[config.mk]
export PLATFORM = sky130hd
export DESIGN_NAME = ffa_used_cell
export DESIGN_NICKNAME = d
export VERILOG_FILES = /design/src/rtl/ffa_pkg.sv /design/src/rtl/ffa_used_cell.sv
export SDC_FILE = /design/constraint.sdc
export NUM_CORES = 1
export LEC_CHECK = 0
export ABC_AREA = 1
export BUFFER_PORTS_ARGS = -buffer_cell sky130_fd_sc_hd__buf_2
export CORE_ASPECT_RATIO = 0.9
export CORE_MARGIN = 5
export CORE_UTILIZATION = 43
export DETAILED_ROUTE_END_ITERATION = 10
export PLACE_DENSITY = 0.74
export SETUP_SLACK_MARGIN = 0.5
export SYNTH_ARGS = -nofsm -noshare
export SYNTH_HDL_FRONTEND = slang
export SYNTH_SLANG_ARGS = --single-unit
[constraint.sdc]
create_clock -name clk -period 1.05 [get_ports clk]
set_clock_uncertainty 0.1 [all_clocks]
set_input_delay 0.0525 -clock clk [delete_from_list [all_inputs] [get_ports clk]]
set_output_delay 0.0525 -clock clk [all_outputs]
set_load 0.02 [all_outputs]
[src/rtl/ffa_pkg.sv]
// ----------------------------------------------------------------------------
// ffa_pkg
// Shared types and constants for the first-fit allocator.
// ----------------------------------------------------------------------------
package ffa_pkg;

  localparam int ADDR_W         = 16;
  localparam int MAX_BLOCKS_DEF = 32;
  localparam logic [ADDR_W-1:0] TOTAL_RESET = 16'hFFFF;

  typedef enum logic [2:0] {
    ST_OK      = 3'd0,
    ST_NOFIT   = 3'd1,
    ST_BADADDR = 3'd2,
    ST_FULL    = 3'd3,
    ST_ZERO    = 3'd4
  } status_t;

  typedef enum logic {
    FN_ALLOC = 1'b0,
    FN_FREE  = 1'b1
  } func_t;

  // one free segment
  typedef struct packed {
    logic              valid;
    logic [ADDR_W-1:0] start;
    logic [ADDR_W-1:0] len;
  } seg_t;

  // broadcast from the controller to every segment cell
  typedef struct packed {
    logic              alloc_go;
    logic              free_go;
    func_t             func;
    logic              exact;
    logic              jp;
    logic              jn;
    logic [ADDR_W-1:0] size;
    logic [ADDR_W-1:0] addr;
  } cmd_t;

  // per-cell findings returned to the controller
  typedef struct packed {
    logic              hit;
    logic [ADDR_W-1:0] hit_start;
    logic              exact;
    logic              jn;
    logic              jp;
  } flags_t;

endpackage

[src/rtl/ffa_used_cell.sv]
// ----------------------------------------------------------------------------
// ffa_used_cell
// One allocated-block entry with its own address match.
// ----------------------------------------------------------------------------
module ffa_used_cell (
  input  logic                       clk,
  input  logic                       rst,
  input  logic                       cfg_init,
  input  logic                       load,
  input  logic                       clear,
  input  logic [ffa_pkg::ADDR_W-1:0] load_start,
  input  logic [ffa_pkg::ADDR_W-1:0] load_size,
  input  logic [ffa_pkg::ADDR_W-1:0] addr,
  output logic                       valid,
  output logic                       match,
  output logic [ffa_pkg::ADDR_W-1:0] size
);

  logic [ffa_pkg::ADDR_W-1:0] start;

  assign match = valid && (start == addr);

  always_ff @(posedge clk) begin
    if (rst || cfg_init) begin
      valid <= 1'b0;
    end else if (load) begin
      valid <= 1'b1;
    end else if (clear) begin
      valid <= 1'b0;
    end
  end

  always_ff @(posedge clk) begin
    if (load) begin
      start <= load_start;
      size  <= load_size;
    end
  end

endmodule

Word-level counts from Yosys, hierarchy flattened. Cells that the tools add are included.

Add/subtract/negate cells: 0. Multiply operators: 0. Divide/modulo/power cells: 0. Order comparisons: 0. Equal/unequal tests: 1. Shift-type cells: 0. Muxes and demuxes: 2. Bitwise gates (word level): 0. Reductions and logical operators: 3.

Operators by type and width (number): 16-bit equality test (1); 1-bit two-way mux (2); 2-bit nonzero test (1); 1-bit logical AND (1); 1-bit logical OR (1).

Register bits: 33. Bits in latches: 0. Bits in writable memories: 0. ROM bits: 0. Output and inout port bits: 18. Logic and storage cells: 9. Memories kept: 0.

Longest topological paths before layout.
Depth after elaboration: 2. Gate-level depth with buffers: 8.

Worst setup path before layout. Ideal clock, no wire load.

Kind: register to output. Start: register valid. End: output match. Data arrival time: 996 ps. Required time: 897 ps. Slack: -99 ps. Stages on the path, launching flop included: 7. Path buffers: 0. Cell sequence: dfxtp_1 -> nand2_1 -> nor2_1 -> nand2_1 -> nor2_1 -> nand2_1 -> nor2_2.

Word-level cells in the longest chain between the ends: 1.

RTL lines: start: declaration (line ffa_used_cell.sv:14) `output logic valid,`; start signal: assignment (line ffa_used_cell.sv:25) `valid <= 1'b0;`; start signal: assignment (line ffa_used_cell.sv:27) `valid <= 1'b1;`; start signal: assignment (line ffa_used_cell.sv:29) `valid <= 1'b0;`; 1-bit logical AND (line ffa_used_cell.sv:21) `assign match = valid && (start == addr);`; end: declaration (line ffa_used_cell.sv:15) `output logic match,`.

Every way passes these cells.

Worst setup path after layout.
Start: register start[15] (netlist name). End: output match.

Word-level cells in the longest chain between the ends: 2.

RTL lines: start: declaration (line ffa_used_cell.sv:19) `logic [ffa_pkg::ADDR_W-1:0] start;`; start signal: assignment (line ffa_used_cell.sv:35) `start <= load_start;`; 16-bit equality test (line ffa_used_cell.sv:21); 1-bit logical AND (line ffa_used_cell.sv:21).

Every way passes these cells.

==> impl_metrics.toml <==
[status]
status = "complete, but fails checks"
violations = "negative hold slack, negative setup slack"

[die]
die_w_microns = 67.7
fp-row-count = 18
start_util_pct = 45.7
ioPinCount = 71
die_height_microns = 61.9
die-area_sq_um = 4190
core_area_sq_um = 2820

[timing]
rsz0062_at_grt = "true"
hold_violations = 33
clock.fmax_mhz = 653
setup_violations = 1
timing.final.crit_share_pct = 146
worst_pin_slew_ns = 0.173
fin_ws_ns = -0.482
hold_ws_ns = -0.218
relSlewSlack_pct = 88.4
maxSlewViolCount = 0
fin_tns_setup_ns = -0.482
period_needed_ns = 1.53

[placed_design]
dp_hpwl_microns = 2040
portBuffers = 70
place.gp.congestion = 0.659
place_area_sq_um = 1730
dp_cells = 218
place_ws_ns = -0.207

[yosys]
yosys-top-cells-area = "edfxtp_1 75%, nand2_1 9.0%, inv_1 5.3%, nor2_1 2.6%, xor2_1 2.0%"
yosysTopAreaCellShare_pct = 74.7
synth.ff_latch_count = 33
synth_cell_types = 14
synth_most_common_cell = "edfxtp_1"
synthTopCellsByCount = "32 x edfxtp_1, 31 x nand2_1, 18 x inv_1"
synth.avg_cell_area_sq_um = 12.2
synth_nets = 158
yosys.area.top_type = "edfxtp_1"
synth_edf_count = 32
ys_async_sr_fraction_pct = 0
ys_seq_area_share_pct = 76.3
syn_area_sq_um = 1290
netlist_instances = 105
ys.flop_type = "edfxtp_1"
ys_warn_count = 0

[route]
drt_iter0_drc = 7
wl_per_cell_microns = 11.6
dr.pass1.iters = 2
vias = 977
viasPerCell = 4.34
drc = 0
wl_microns = 2620
ant_nets = 0

[worst_setup_path]
crit_type = "reg2out"
start_kind = "flop"
cp.required_ns = 0.90
critPathMaxFanout = 2
cp-startpoint = "start[15]"
arrival_ns = 1.38
crit_end = "match"
worstReg2RegStart = "valid"
worstReg2RegEnd = "valid"
endpoint_kind = "primary output"
reg2regPathDepth = 3
r2r_slack_ns = 0.23

[grt]
antenna_found_initial = 0
globalRouteMet3Util_pct = 8.45
busiest_layer = "met2"
grt_pass1_wl_microns = 4130
grt_pass1_vias = 1084
grt_usage_pct = 14.0
grt_overflow = 0
grt_util_met2_pct = 24.7
grt_max_degree = 22
globalRouteMet1Util_pct = 12.5

[power]
clkPwrFrac_pct = 23.1
power.density_nw_per_um2 = 1380
p_seq_share_pct = 61.2
p_comb_share_pct = 15.7
internal-power_mw = 2.01
power_leakage_nw = 0.905
power.share.switching_pct = 23.1
irDropWorstVdd_mv = 1.05
p_sw_mw = 0.605

[finish]
finalNonFillerCells = 225
antenna_cells = 0
drive_gt1_share_pct = 44.9
multiInputGateArea_sq_um = 235
nFillCells = 227
nets = 238
postLayoutCellArea_sq_um = 1890
final_util_pct = 67.2
seqCellArea_sq_um = 985
syn_to_final_growth_pct = 47.1

[clocking]
htreeDepth = 2
clk_latency_ns = 0.31
clock-root-buffer = "clkbuf_4"
cts_tree = "built"
numCtsBuffers = 5
postCtsSetupRepairBufs = 0
path_clk_slew_ns = 0.09
cts.sink_count = 33
clk_path_buf_depth = 2

[hold_path]
min_path_type = "in2reg"

[flow_run]
maxCapViolations = 0
area by class of cell:
class,count,share of cell area (%)
clock buffers,6,2.18
clock inverters,1,0.198
inverters,20,3.97
multi-input cells,52,12.4
flip-flops and latches,33,52.1
well taps,40,2.65
repair buffers,73,26.5
what timing repair did:
action / CTS / global route
setup endpoints to repair: 19 / 19
pin swaps: 5 / 0
hold endpoints to repair: 33 / 33
resized for setup: 37 / 0
kinds of logic (layout without fill, tap and decap cells):
group / after synthesis / in the layout / synth area share [%]
AO/OA/AOI/OAI: 5 / 5 / 2.14
XOR/XNOR: 3 / 3 / 2.04
AND/OR/NAND/NOR: 44 / 44 / 13.7
buffers and inverters: 20 / 100 / 5.84
flip-flops: 33 / 33 / 76.3
critical path, stage by stage, from the launching register on:
cell	delay [ns]
edfxtp_1	0.39
nand2_1	0.08
nand2_1	0.05
nor2_1	0.08
nand2_1	0.06
nor2_1	0.12
nand2_1	0.09
nor2_4	0.08
buf_6	0.11
power by group through the flow:
stage          Clock [mW]  Sequential, mW  Combinational, mW
6_report            0.604            1.60              0.412
3_5_place_dp            0            1.62              0.357
2_1_floorplan           0            1.69             0.0885
3_3_place_gp            0            1.61              0.347
5_1_grt             0.709            1.62              0.452
4_1_cts             0.645            1.60              0.417
layout by cell type, fill, tap and decap left out, drive strengths merged:
cell | netlist | layout
o22ai | 2 | 2
buf | 0 | 73
nand2 | 31 | 31
xor2 | 3 | 3
nor3 | 2 | 2
a21oi | 1 | 1
nand3 | 1 | 1
inv | 20 | 20
dfxtp | 1 | 1
clkbuf | 0 | 6
edfxtp | 32 | 32
clkinv | 0 | 1
o21ai | 2 | 2
nor2 | 10 | 10
state kept, by name, summed over array words and instances (netlist names):
register  cells
size         16
valid         1
start        16
worst min-delay path by stage:
stage          from  depth (start not counted)     to  slack, ns
6_report        rst                          2  valid      -0.22
5_1_grt         rst                          2  valid      -0.25
4_1_cts         rst                          2  valid      -0.24
3_5_place_dp    rst                          2  valid       0.11
3_3_place_gp    rst                          2  valid       0.11
2_1_floorplan   rst                          1  valid       0.02
per-layer routing:
| metal | up-vias | routed length [microns] |
|---|---|---|
| li1 | 498 | - |
| met1 | 421 | 892 |
| met2 | 51 | 1280 |
| met3 | 7 | 397 |
| met4 | 0 | 56 |
| met5 | - | 0 |
per-stage QoR:
stage / hold slack (ns) / total power, mW
final: -0.218 / 2.62
after global routing: -0.246 / 2.78
after CTS: -0.239 / 2.66
after detailed placement: 0.114 / 1.97
after global placement: 0.106 / 1.96
after floorplan: 0.0196 / 1.77
Power figures use the tool's default switching activity.
