`config.mk`:
```
export PLATFORM = sky130hd
export DESIGN_NAME = ffa_seg_cell
export DESIGN_NICKNAME = d
export VERILOG_FILES = /design/src/rtl/ffa_pkg.sv /design/src/rtl/ffa_seg_cell.sv
export SDC_FILE = /design/constraint.sdc
export NUM_CORES = 1
export LEC_CHECK = 0
export BUFFER_PORTS_ARGS = -buffer_cell sky130_fd_sc_hd__buf_2
export CAP_MARGIN = 20
export CORE_ASPECT_RATIO = 0.6
export CORE_MARGIN = 2
export CORE_UTILIZATION = 45
export DETAILED_ROUTE_END_ITERATION = 7
export PLACE_DENSITY = 0.67
export RECOVER_POWER = 50
export SETUP_SLACK_MARGIN = 0.1
export SYNTH_ARGS = -nofsm -noshare
export SYNTH_HDL_FRONTEND = slang
export SYNTH_SLANG_ARGS = --single-unit
```
`constraint.sdc`:
```
create_clock -name clk -period 5.6 [get_ports clk]
set_clock_uncertainty 0.05 [all_clocks]
set_input_delay 0 -clock clk [delete_from_list [all_inputs] [get_ports clk]]
set_output_delay 0 -clock clk [all_outputs]
set_load 0.02 [all_outputs]
```
`src/rtl/ffa_pkg.sv`:
```
// ----------------------------------------------------------------------------
// ffa_pkg
// Shared types and constants for the first-fit allocator.
// ----------------------------------------------------------------------------
package ffa_pkg;

  localparam int ADDR_W         = 16;
  localparam int MAX_BLOCKS_DEF = 32;
  localparam logic [ADDR_W-1:0] TOTAL_RESET = 16'hFFFF;

  typedef enum logic [2:0] {
    ST_OK      = 3'd0,
    ST_NOFIT   = 3'd1,
    ST_BADADDR = 3'd2,
    ST_FULL    = 3'd3,
    ST_ZERO    = 3'd4
  } status_t;

  typedef enum logic {
    FN_ALLOC = 1'b0,
    FN_FREE  = 1'b1
  } func_t;

  // one free segment
  typedef struct packed {
    logic              valid;
    logic [ADDR_W-1:0] start;
    logic [ADDR_W-1:0] len;
  } seg_t;

  // broadcast from the controller to every segment cell
  typedef struct packed {
    logic              alloc_go;
    logic              free_go;
    func_t             func;
    logic              exact;
    logic              jp;
    logic              jn;
    logic [ADDR_W-1:0] size;
    logic [ADDR_W-1:0] addr;
  } cmd_t;

  // per-cell findings returned to the controller
  typedef struct packed {
    logic              hit;
    logic [ADDR_W-1:0] hit_start;
    logic              exact;
    logic              jn;
    logic              jp;
  } flags_t;

endpackage

```
`src/rtl/ffa_seg_cell.sv`:
```
// ----------------------------------------------------------------------------
// ffa_seg_cell
// One entry of the sorted free-segment row; shifts with its neighbours.
// ----------------------------------------------------------------------------
module ffa_seg_cell #(
  parameter bit FIRST = 1'b0
) (
  input  logic                         clk,
  input  logic                         rst,
  input  logic                         cfg_init,
  input  logic [ffa_pkg::ADDR_W-1:0]   init_len,
  input  ffa_pkg::cmd_t                cmd,
  input  ffa_pkg::seg_t                left_seg,
  input  logic                         chain_in,
  input  ffa_pkg::seg_t                right_seg,
  input  logic                         right_lt,
  output ffa_pkg::seg_t                seg,
  output logic                         chain_out,
  output logic                         lt,
  output ffa_pkg::flags_t              flags
);

  localparam int W = ffa_pkg::ADDR_W;

  ffa_pkg::seg_t seg_next;
  logic fit, ge, mark, hit;

  always_comb begin
    fit  = seg.valid && (cmd.size <= seg.len);
    ge   = !seg.valid || (seg.start >= cmd.addr);
    lt   = seg.valid && (seg.start < cmd.addr);
    mark = (cmd.func == ffa_pkg::FN_FREE) ? ge : fit;
    chain_out = chain_in | mark;
    hit  = mark && !chain_in;

    flags.hit       = hit && (cmd.func == ffa_pkg::FN_ALLOC);
    flags.hit_start = flags.hit ? seg.start : '0;
    flags.exact     = flags.hit && (seg.len == cmd.size);
    flags.jn        = (cmd.func == ffa_pkg::FN_FREE) && hit && seg.valid &&
                      (({1'b0, cmd.addr} + {1'b0, cmd.size}) == {1'b0, seg.start});
    // last segment below the address, ending exactly on it
    flags.jp        = (cmd.func == ffa_pkg::FN_FREE) && lt && !right_lt &&
                      (({1'b0, seg.start} + {1'b0, seg.len}) == {1'b0, cmd.addr});
  end

  always_comb begin
    seg_next = seg;
    if (cmd.alloc_go) begin
      if (hit) begin
        if (flags.exact) begin
          seg_next = right_seg;
        end else begin
          seg_next.start = W'(seg.start + cmd.size);
          seg_next.len   = W'(seg.len - cmd.size);
        end
      end else if (chain_in && cmd.exact) begin
        seg_next = right_seg;
      end
    end else if (cmd.free_go) begin
      if (cmd.jp) begin
        if (flags.jp) begin
          seg_next.len = W'(seg.len + cmd.size + (cmd.jn ? right_seg.len : '0));
        end else if (cmd.jn && chain_out) begin
          seg_next = right_seg;
        end
      end else if (cmd.jn) begin
        if (hit) begin
          seg_next.start = cmd.addr;
          seg_next.len   = W'(seg.len + cmd.size);
        end
      end else begin
        if (hit) begin
          seg_next.valid = 1'b1;
          seg_next.start = cmd.addr;
          seg_next.len   = cmd.size;
        end else if (chain_in) begin
          seg_next = left_seg;
        end
      end
    end
  end

  always_ff @(posedge clk) begin
    if (rst) begin
      seg <= FIRST ? ffa_pkg::seg_t'{valid: 1'b1, start: '0, len: ffa_pkg::TOTAL_RESET}
                   : ffa_pkg::seg_t'('0);
    end else if (cfg_init) begin
      seg <= FIRST ? ffa_pkg::seg_t'{valid: 1'b1, start: '0, len: init_len}
                   : ffa_pkg::seg_t'('0);
    end else begin
      seg <= seg_next;
    end
  end

endmodule

```
# Yosys cells after proc, flatten, opt, wreduce, memory -nomap -nowiden
# Index checks and enable logic that the tools add are counted.
# classes
addsub	6
mul	0
div	0
magnitude_cmp	3
n_eq_ne	10
shifts	0
muxes	18
bitwise	2
n_reduce_logical	23
# ops
op	count
$mux W33	8
$mux W32	3
$add A16 B16 Y16	3
$mux W16	3
$add A16 B16 Y17	2
$eq A17 B16 Y1	2
$mux W17	1
$eq A16 B16 Y1	1
$ge A16 B16 Y1	1
$le A16 B16 Y1	1
$lt A16 B16 Y1	1
$sub A16 B16 Y16	1
$logic_and A1 B1 Y1	13
$ne A3 B1 Y1 const B	3
$ne A4 B1 Y1 const B	2
$reduce_and A7 Y1	1
$ne A3 B3 Y1 const B	2
$reduce_and A6 Y1	1
$reduce_and A5 Y1	1
$reduce_bool A4 Y1	1
$logic_not A1 Y1	3
$mux W1	3
$reduce_bool A2 Y1	1
$reduce_or A2 Y1	1
other kinds (3)	3
# totals
regBits	33
latchBits	0
ram_bits	0
romBits	0
in_bits	125
wordCells	65
n_memories	0

# Logic depth before layout (Yosys ltp)
# Gate-level depths: netlist of the first run.
# depth
depth_word	10
depth_mapped	21
mapped_depth_nobuf	20

# Worst setup path before layout of the first run
# OpenSTA, ideal clock, no wires.
# synth_timing
path_kind	flip-flop to flip-flop
start	register seg[0] (netlist name)
end	register seg[15] (netlist name)
setup_time_ns	0.074
arrival_time_ns	3.737
required_ns	5.476
slack_ns	1.739
path_stages_with_launch	20
path_cell_list	dfxtp_1 ha_1 fa_1 nand2b_1 a21oi_1 nor2_1 o21a_1 o221ai_1 a221oi_1 o21a_1 o211ai_1 ha_1 nand4_1 nor2_1 a211oi_1 o21ai_0 xor2_1 xnor2_1 a211o_1 a31oi_1
# synth_between
elab_chain_cells	9
# synth_rtl
element	line_no	text
from (decl)	ffa_seg_cell.sv:17	output ffa_pkg::seg_t seg,
from (signal assigned)	ffa_seg_cell.sv:85	seg <= FIRST ? ffa_pkg::seg_t'{valid: 1'b1, start: '0, len: ffa_pkg::TOTAL_RESET}
from (signal assigned)	ffa_seg_cell.sv:88	seg <= FIRST ? ffa_pkg::seg_t'{valid: 1'b1, start: '0, len: init_len}
from (signal assigned)	ffa_seg_cell.sv:91	seg <= seg_next;
branches (longest 9 deep; another with $add A16 B16 Y16)	-	
# Several ways; the timed one is not identified. The select of a mux whose other input is x is not followed.
# A chain may end at the register's enable or synchronous reset.

==> flow_summary_export.csv, run 1 <==
group,metric,value,unit
synthesis,synth_compound_area_frac,0.305,
synthesis,ys_seq_elements,33,
synthesis,synth_area,0.00836,mm2
routing,viasPerCell,6.15,
floorplan,start_util,0.462,
timing,drv_slew,0,
global_route,grt_max_degree,43,
pwr,swShare,0.476,
run_status,outcome,"complete, no violations",
layout,finalNonFillerCells,1527,
synthesis,synth-adder-area-share,0.177,
pwr,power_density,149,mW/mm2
synthesis,syn_nets,1394,
layout,nFillCells,1820,
place,post-dp-hpwl,25600,um
synthesis,synth_ff_type,"dfxtp_1",
cts,insertion_delay,0.31,ns
global_route,antenna_found_initial,0,
layout,multi_input_area,0.00721,mm2
worst_setup_path,worstSetupPathType,"reg -> out",
worst_setup_path,worst_ep_arrival_time,4.95,ns
routing,drt-total-wl,32600,um
layout,largest_reg_flops,33,
cts,cts.repair.resized,0,
timing,worstMarginPinSlew,0.871,ns
global_route,grt_pass1_vias,8316,
global_route,track_usage,0.325,
cts,hold_buffers,0,
routing,wl_per_cell,21.3,um
min_path,hold_start,"right_seg[30]",
routing,drt-initial-drc-count,1019,
timing,hold_viol,0,
routing,vias,9397,
synthesis,synth_xor_area_frac,0.108,
global_route,grt_pass1_wl,49100,um
pwr,power.internal,0.737,mW
cts,path_clk_slew,0.06,ns
cts,ctsHtreeMaxLevel,2,
layout,top_register,"seg",
synthesis,yosys.area_share.simple,0.219,
timing,tns,0,ns
pwr,power_frac_seq,0.193,
global_route,overflow,0,
synthesis,synth_cells,1154,
pwr,p_switching,0.669,mW
place,dp_cells,1520,
worst_setup_path,crit_required,5.55,ns
worst_setup_path,start_kind,"flip-flop",
layout,final_area,0.00943,mm2
timing,final-setup-viol-count,0,
layout,layout-drive-gt1-share,0.146,
synthesis,synth_top_family_by_area,"compound AO/OA/AOI/OAI gates",
cts,cts_buffer_depth,2,
run,cap_viol_max_count,0,
pwr,p_leak,4.27,nW
synthesis,yosys.cell_types.count,80,
cts,cts_made_buffers,5,
layout,diodes,0,
synthesis,synth_edf_count,0,
timing,maxSlewHeadroom,0.418,
pwr,peakVddDrop,0.108,mV
worst_setup_path,startpoint,"seg[0]",
pwr,p_clk_frac,0.209,
synthesis,synthMuxAreaShare,0.0498,
routing,route.detailed.drc,0,
floorplan,die_w,180,um
floorplan,design.portCount,180,
floorplan,die_y,110,um
worst_setup_path,cp-end-kind,"output port",
worst_setup_path,rr_startpoint,"seg[0]",
floorplan,fp.coreArea,0.0181,mm2
layout,nets,1528,
routing,ant_nets,0,
synthesis,yosysWarnings,0,
place,place_area,0.00935,mm2
worst_setup_path,critPathMaxFanout,19,
routing,drt_pass1_iterations,6,
cts,cts_tree,"done",
timing,rsz0062_at_grt,"false",
floorplan,dieArea,0.0197,mm2
cts,cts_sinks,33,
place,port_buffers,163,
layout,regArea,661,um2
synthesis,syn-mean-instance-area,7.25,um2
cts,cts_root_buf,"clkbuf_16",
cts,post_cts_buffers,0,
timing,max_freq,200,MHz
min_path,hold_path.class,"in -> reg",
layout,top_regs,"seg x33",
place,routabilityCongestion,0.981,
layout,syn_to_final_growth,12.8,%
synthesis,synthArstFlopShare,0,
synthesis,seq_area_frac_synth,0.0790,
pwr,power_frac_comb,0.598,
floorplan,num_rows,38,
timing,finalCritPeriodShare,0.893,
timing,layout_min_cycle_time,5.00,ns
[area by class of cell]
cell class              count  area share
clock buffers               5      0.0133
well taps                 240      0.0318
flip-flops and latches     33      0.0700
multi-input cells        1002       0.764
clock inverters             1    0.000531
repair buffers            179      0.0938
inverters                  67      0.0267
[logic make-up (layout without fill, tap and decap cells)]
group / after synthesis / count (layout)
AND/OR/NAND/NOR: 365 / 365
buffers and inverters: 119 / 252
flip-flops: 33 / 33
multiplexers: 40 / 40
AO/OA/AOI/OAI: 381 / 381
adder cells (fa/ha/maj): 115 / 115
XOR/XNOR: 101 / 101
[routing by layer]
layer	part of all wire	up-vias	wire (um)	global-route usage
li1	-	4522	-	-
met1	0.49	4236	15800	0.489
met2	0.38	593	12300	0.451
met3	0.12	46	3900	0.0865
met4	0.019	0	608	0.0708
met5	0	-	0	0
[through the flow]
step / power (mW) / hold slack (ns) / util / setup WS [ns]
after floorplan: 0.859 / 0.173 / - / 1.74
after global placement: 1.08 / 0.326 / 0.516 / 1.13
after CTS: 1.39 / 0.0249 / 0.523 / 0.731
after global routing: 1.49 / 0.0509 / 0.521 / 0.291
final: 1.41 / 0.0267 / 0.521 / 0.600
after detailed placement: 1.09 / 0.331 / 0.516 / 1.09
[path summary, 6_finish.rpt]
path | to | depth (start not counted) | slack, ns
worst max-delay path | flags[1] | 16 | 0.60
worst min-delay path | seg[30] | 4 | 0.03
worst max register to register | seg[3] | 16 | 0.90
worst min register to register | seg[16] | 2 | 0.54
[power groups by stage]
stage	Clock [mW]	Combinational, mW	Sequential, mW
after floorplan	0	0.579	0.280
after global placement	0	0.807	0.275
after detailed placement	0	0.816	0.276
after CTS	0.293	0.822	0.270
after global routing	0.299	0.916	0.273
final	0.293	0.841	0.271
[synthesized netlist by cell type (5+ instances only)]
master / n / area share
a21o_1: 22 / 0.020
a211o_1: 5 / 0.0052
o2111ai_1: 9 / 0.0094
buf_2: 18 / 0.011
nand4_1: 12 / 0.0090
o21ai_0: 69 / 0.041
a221oi_1: 8 / 0.0084
nand2_1: 105 / 0.047
nand2b_1: 15 / 0.011
nor2b_1: 9 / 0.0067
or2_2: 6 / 0.0045
o31ai_1: 10 / 0.0090
dfxtp_1: 33 / 0.079
o211ai_1: 46 / 0.041
xor2_1: 33 / 0.035
and3_1: 13 / 0.0097
ha_1: 109 / 0.16
o21ai_1: 8 / 0.0048
mux2i_1: 27 / 0.032
mux2_2: 11 / 0.015
clkbuf_1: 25 / 0.011
o21a_1: 16 / 0.014
nor4_1: 5 / 0.0037
o21bai_1: 5 / 0.0045
o211a_1: 7 / 0.0084
a31oi_1: 10 / 0.0075
fa_1: 6 / 0.014
nor2_1: 67 / 0.030
a21oi_1: 100 / 0.060
nor3_1: 30 / 0.018
inv_1: 65 / 0.029
nand3_1: 39 / 0.023
a211oi_1: 21 / 0.019
xnor2_1: 66 / 0.069
or3_1: 6 / 0.0045
and2_1: 38 / 0.028
[placed cells by master (no fill, tap or decap), types with 12 or more instances in the layout]
cell | netlist | layout
buf_2 | 18 | 122
o21a_1 | 16 | 16
a21o_1 | 22 | 22
inv_1 | 65 | 65
a211oi_1 | 21 | 21
ha_1 | 109 | 109
nand3_1 | 39 | 39
xnor2_1 | 66 | 66
buf_4 | 4 | 16
and2_1 | 38 | 37
mux2i_1 | 27 | 27
nand4_1 | 12 | 12
a21oi_1 | 100 | 99
nand2_1 | 105 | 105
and3_1 | 13 | 13
o21ai_0 | 69 | 69
nor2_1 | 67 | 66
xor2_1 | 33 | 33
o211ai_1 | 46 | 46
dfxtp_1 | 33 | 33
nand2b_1 | 15 | 15
clkbuf_1 | 25 | 41
nor3_1 | 30 | 29
[worst max-delay path, stage by stage, from the launching register on]
cell	delay (ns)
dfxtp_1	0.47
inv_1	0.08
ha_1	0.21
fa_1	0.37
nand2b_1	0.20
a21oi_1	0.40
o211ai_1	0.19
a21oi_1	0.21
nand2b_1	0.07
buf_4	0.21
inv_1	0.30
buf_4	0.32
nor2_4	0.18
nor4b_1	0.46
nand4_1	0.22
nor4_1	0.47
buf_2	0.26
No activity file was read; power rests on OpenSTA's default activity.
==> inputs of run 2 (changes only) <==
--- a/config.mk
+++ b/config.mk
@@ -11,7 +11,7 @@
 export CORE_MARGIN = 2
 export CORE_UTILIZATION = 45
 export DETAILED_ROUTE_END_ITERATION = 7
-export PLACE_DENSITY = 0.67
+export PLACE_DENSITY = 0.7
 export RECOVER_POWER = 50
 export SETUP_SLACK_MARGIN = 0.1
 export SYNTH_ARGS = -nofsm -noshare
==> constraint.sdc (replaced) <==
create_clock -name clk -period 4.1 [get_ports clk]
set_clock_uncertainty 0.05 [all_clocks]
set_input_delay 0 -clock clk [delete_from_list [all_inputs] [get_ports clk]]
set_output_delay 0 -clock clk [all_outputs]
set_load 0.02 [all_outputs]
==> flow_summary_export.csv, run 2 (synthesis results as in run 1) <==
group,metric,value,unit
global_route,grt_pass1_vias,8966,
floorplan,die_w,180,um
worst_setup_path,reg2reg_depth,15,
routing,route.detailed.drc,0,
worst_setup_path,cp-end-kind,"flip-flop",
floorplan,num_rows,38,
place,port_buffers,163,
global_route,grtUsageMet3,0.0908,
run,cap_viol_max_count,0,
worst_setup_path,worst_ep_arrival_time,4.10,ns
timing,finalCritPeriodShare,0.966,
layout,syn_to_final_growth,27.2,%
worst_setup_path,crit_required,4.23,ns
worst_setup_path,rr_startpoint,"seg[0]",
layout,final_area,0.0106,mm2
pwr,power_frac_seq,0.165,
worst_setup_path,cpPeakStageDelay,0.47,ns
routing,drt-initial-drc-count,1278,
timing,drv_slew,0,
timing,final-setup-viol-count,0,
place,dp_cells,1590,
floorplan,fp.coreArea,0.0181,mm2
pwr,p_switching,0.984,mW
floorplan,die_y,110,um
pwr,p_clk_frac,0.203,
pwr,p_leak,4.99,nW
worst_setup_path,critPathMaxFanout,4,
pwr,power_density,202,mW/mm2
global_route,met1_usage,0.493,
layout,top_regs,"seg x33",
min_path,hold_path.class,"in -> reg",
layout,diodes,0,
worst_setup_path,path_cells,"buf_4 -> ha_4 -> fa_1 -> xor2_2 -> a311o_1 -> nor4_2 -> o211ai_1 -> nor4_4 -> nand4_4 -> nor2_4 -> buf_6 -> buf_6 -> mux2_2 -> a221oi_2 -> a21oi_1",
global_route,grt_pass1_wl,50900,um
run_status,outcome,"complete, no violations",
layout,finalNonFillerCells,1622,
worst_setup_path,start_kind,"flip-flop",
routing,drt-total-wl,34900,um
global_route,antenna_found_initial,0,
timing,max_freq,252,MHz
worst_setup_path,r2r_end,"seg[9]",
place,place_area,0.00994,mm2
routing,drt_pass1_iterations,6,
worst_setup_path,cp_common_cell,"buf_6",
layout,nets,1621,
layout,fin_util,0.587,
floorplan,dieArea,0.0197,mm2
min_path,hold_start,"right_seg[21]",
cts,cts_made_buffers,5,
worst_setup_path,reg2reg_slack,0.14,ns
pwr,total_power,2.15,mW
routing,ant_nets,0,
min_path,holdPathStages,5,
routing,vias,10100,
cts,cts_tree,"done",
floorplan,start_util,0.462,
cts,ctsHtreeMaxLevel,2,
global_route,overflow,0,
place,post-dp-hpwl,27100,um
timing,rsz0062_at_grt,"true",
layout,layout-drive-gt1-share,0.255,
timing,fin_ws,0.137,ns
timing,layout_min_cycle_time,3.96,ns
timing,worstMarginPinSlew,0.901,ns
timing,hold_viol,0,
pwr,peakVddDrop,0.143,mV
layout,largest_reg_flops,33,
worst_setup_path,timing.critical_path.buf_inv,3,
routing,viasPerCell,6.21,
place,routabilityCongestion,1.02,
cts,cts_buffer_depth,2,
layout,final_common_cell,"buf_2",
floorplan,design.portCount,180,
layout,top_register,"seg",
global_route,met2_usage,0.489,
routing,wl_per_cell,21.5,um
cts,path_clk_slew,0.07,ns
pwr,power_frac_comb,0.632,
worst_setup_path,worstSetupPathType,"reg -> reg",
cts,insertion_delay,0.30,ns
timing,maxSlewHeadroom,0.384,
cts,cts_root_buf,"clkbuf_16",
worst_setup_path,cp_top_family,"simple AND/OR/NAND/NOR gates",
layout,mostFrequentLayoutCells,"buf_2 (153), nand2_1 (105), ha_1 (105), a21oi_1 (93), buf_4 (90)",
pwr,swShare,0.457,
global_route,grt_busiest_layer,"met1",
min_path,holdPathEnd,"seg[21]",
worst_setup_path,cp_slowest_cell,"fa_1",
global_route,track_usage,0.335,
place,pre_cts_ws,-0.0438,ns
cts,cts_sinks,33,
pwr,power.internal,1.17,mW
global_route,grt_max_degree,43,
==> run 2: worst max path at each step <==
stage / to / start / depth (start not counted)
finish: seg[9] / seg[0] / 15
detailed placement: seg[15] / seg[0] / 19
floorplan: seg[15] / seg[0] / 19
global placement: seg[15] / seg[0] / 19
CTS: seg[15] / seg[0] / 19
global route: seg[15] / seg[8] / 15
==> run 2: area by class of cell <==
class	count	area, um2
repair buffers	272	1790
inverters	67	255
multi-input cells	1002	7470
clock buffers	7	153
fillers	1709	7470
clock inverters	1	5.00
well taps	240	300
flip-flops and latches	33	661
==> run 2: power groups by stage <==
stage / logic [mW] / clock network [mW] / registers [mW]
CTS: 1.24 / 0.437 / 0.354
global placement: 1.20 / 0 / 0.361
global route: 1.46 / 0.447 / 0.356
finish: 1.36 / 0.436 / 0.355
detailed placement: 1.22 / 0 / 0.361
floorplan: 0.790 / 0 / 0.383
==> run 2: stage by stage <==
step           hold WS (ns)  TNS [ns]
4_1_cts              0.0369         0
2_1_floorplan         0.173         0
6_report             0.0404         0
3_5_place_dp          0.337   -0.0438
5_1_grt              0.0665   -0.0305
3_3_place_gp          0.323         0
==> run 2: worst min-delay path, stage by stage <==
cell	delay [ns]
buf_2	0.08
nand2_1	0.04
nand2_1	0.05
o211ai_1	0.07
o21ai_1	0.10
==> run 2: repair_timing <==
| action | 4_1_cts | 5_1_grt |
|---|---|---|
| cloned | 0 | 3 |
| hold buffers | 0 | 0 |
| gates resized for setup | 14 | 56 |
| buffers inserted | 3 | 17 |
| setup endpoints to repair | 8 | 29 |
| hold endpoints to repair | 0 | 0 |
| pin swaps | 6 | 35 |
==> run 2: per-layer routing <==
metal | share of wire | wire length (um)
met5 | 0 | 0
met4 | 0.019 | 669
met3 | 0.14 | 4810
met2 | 0.39 | 13700
met1 | 0.45 | 15700
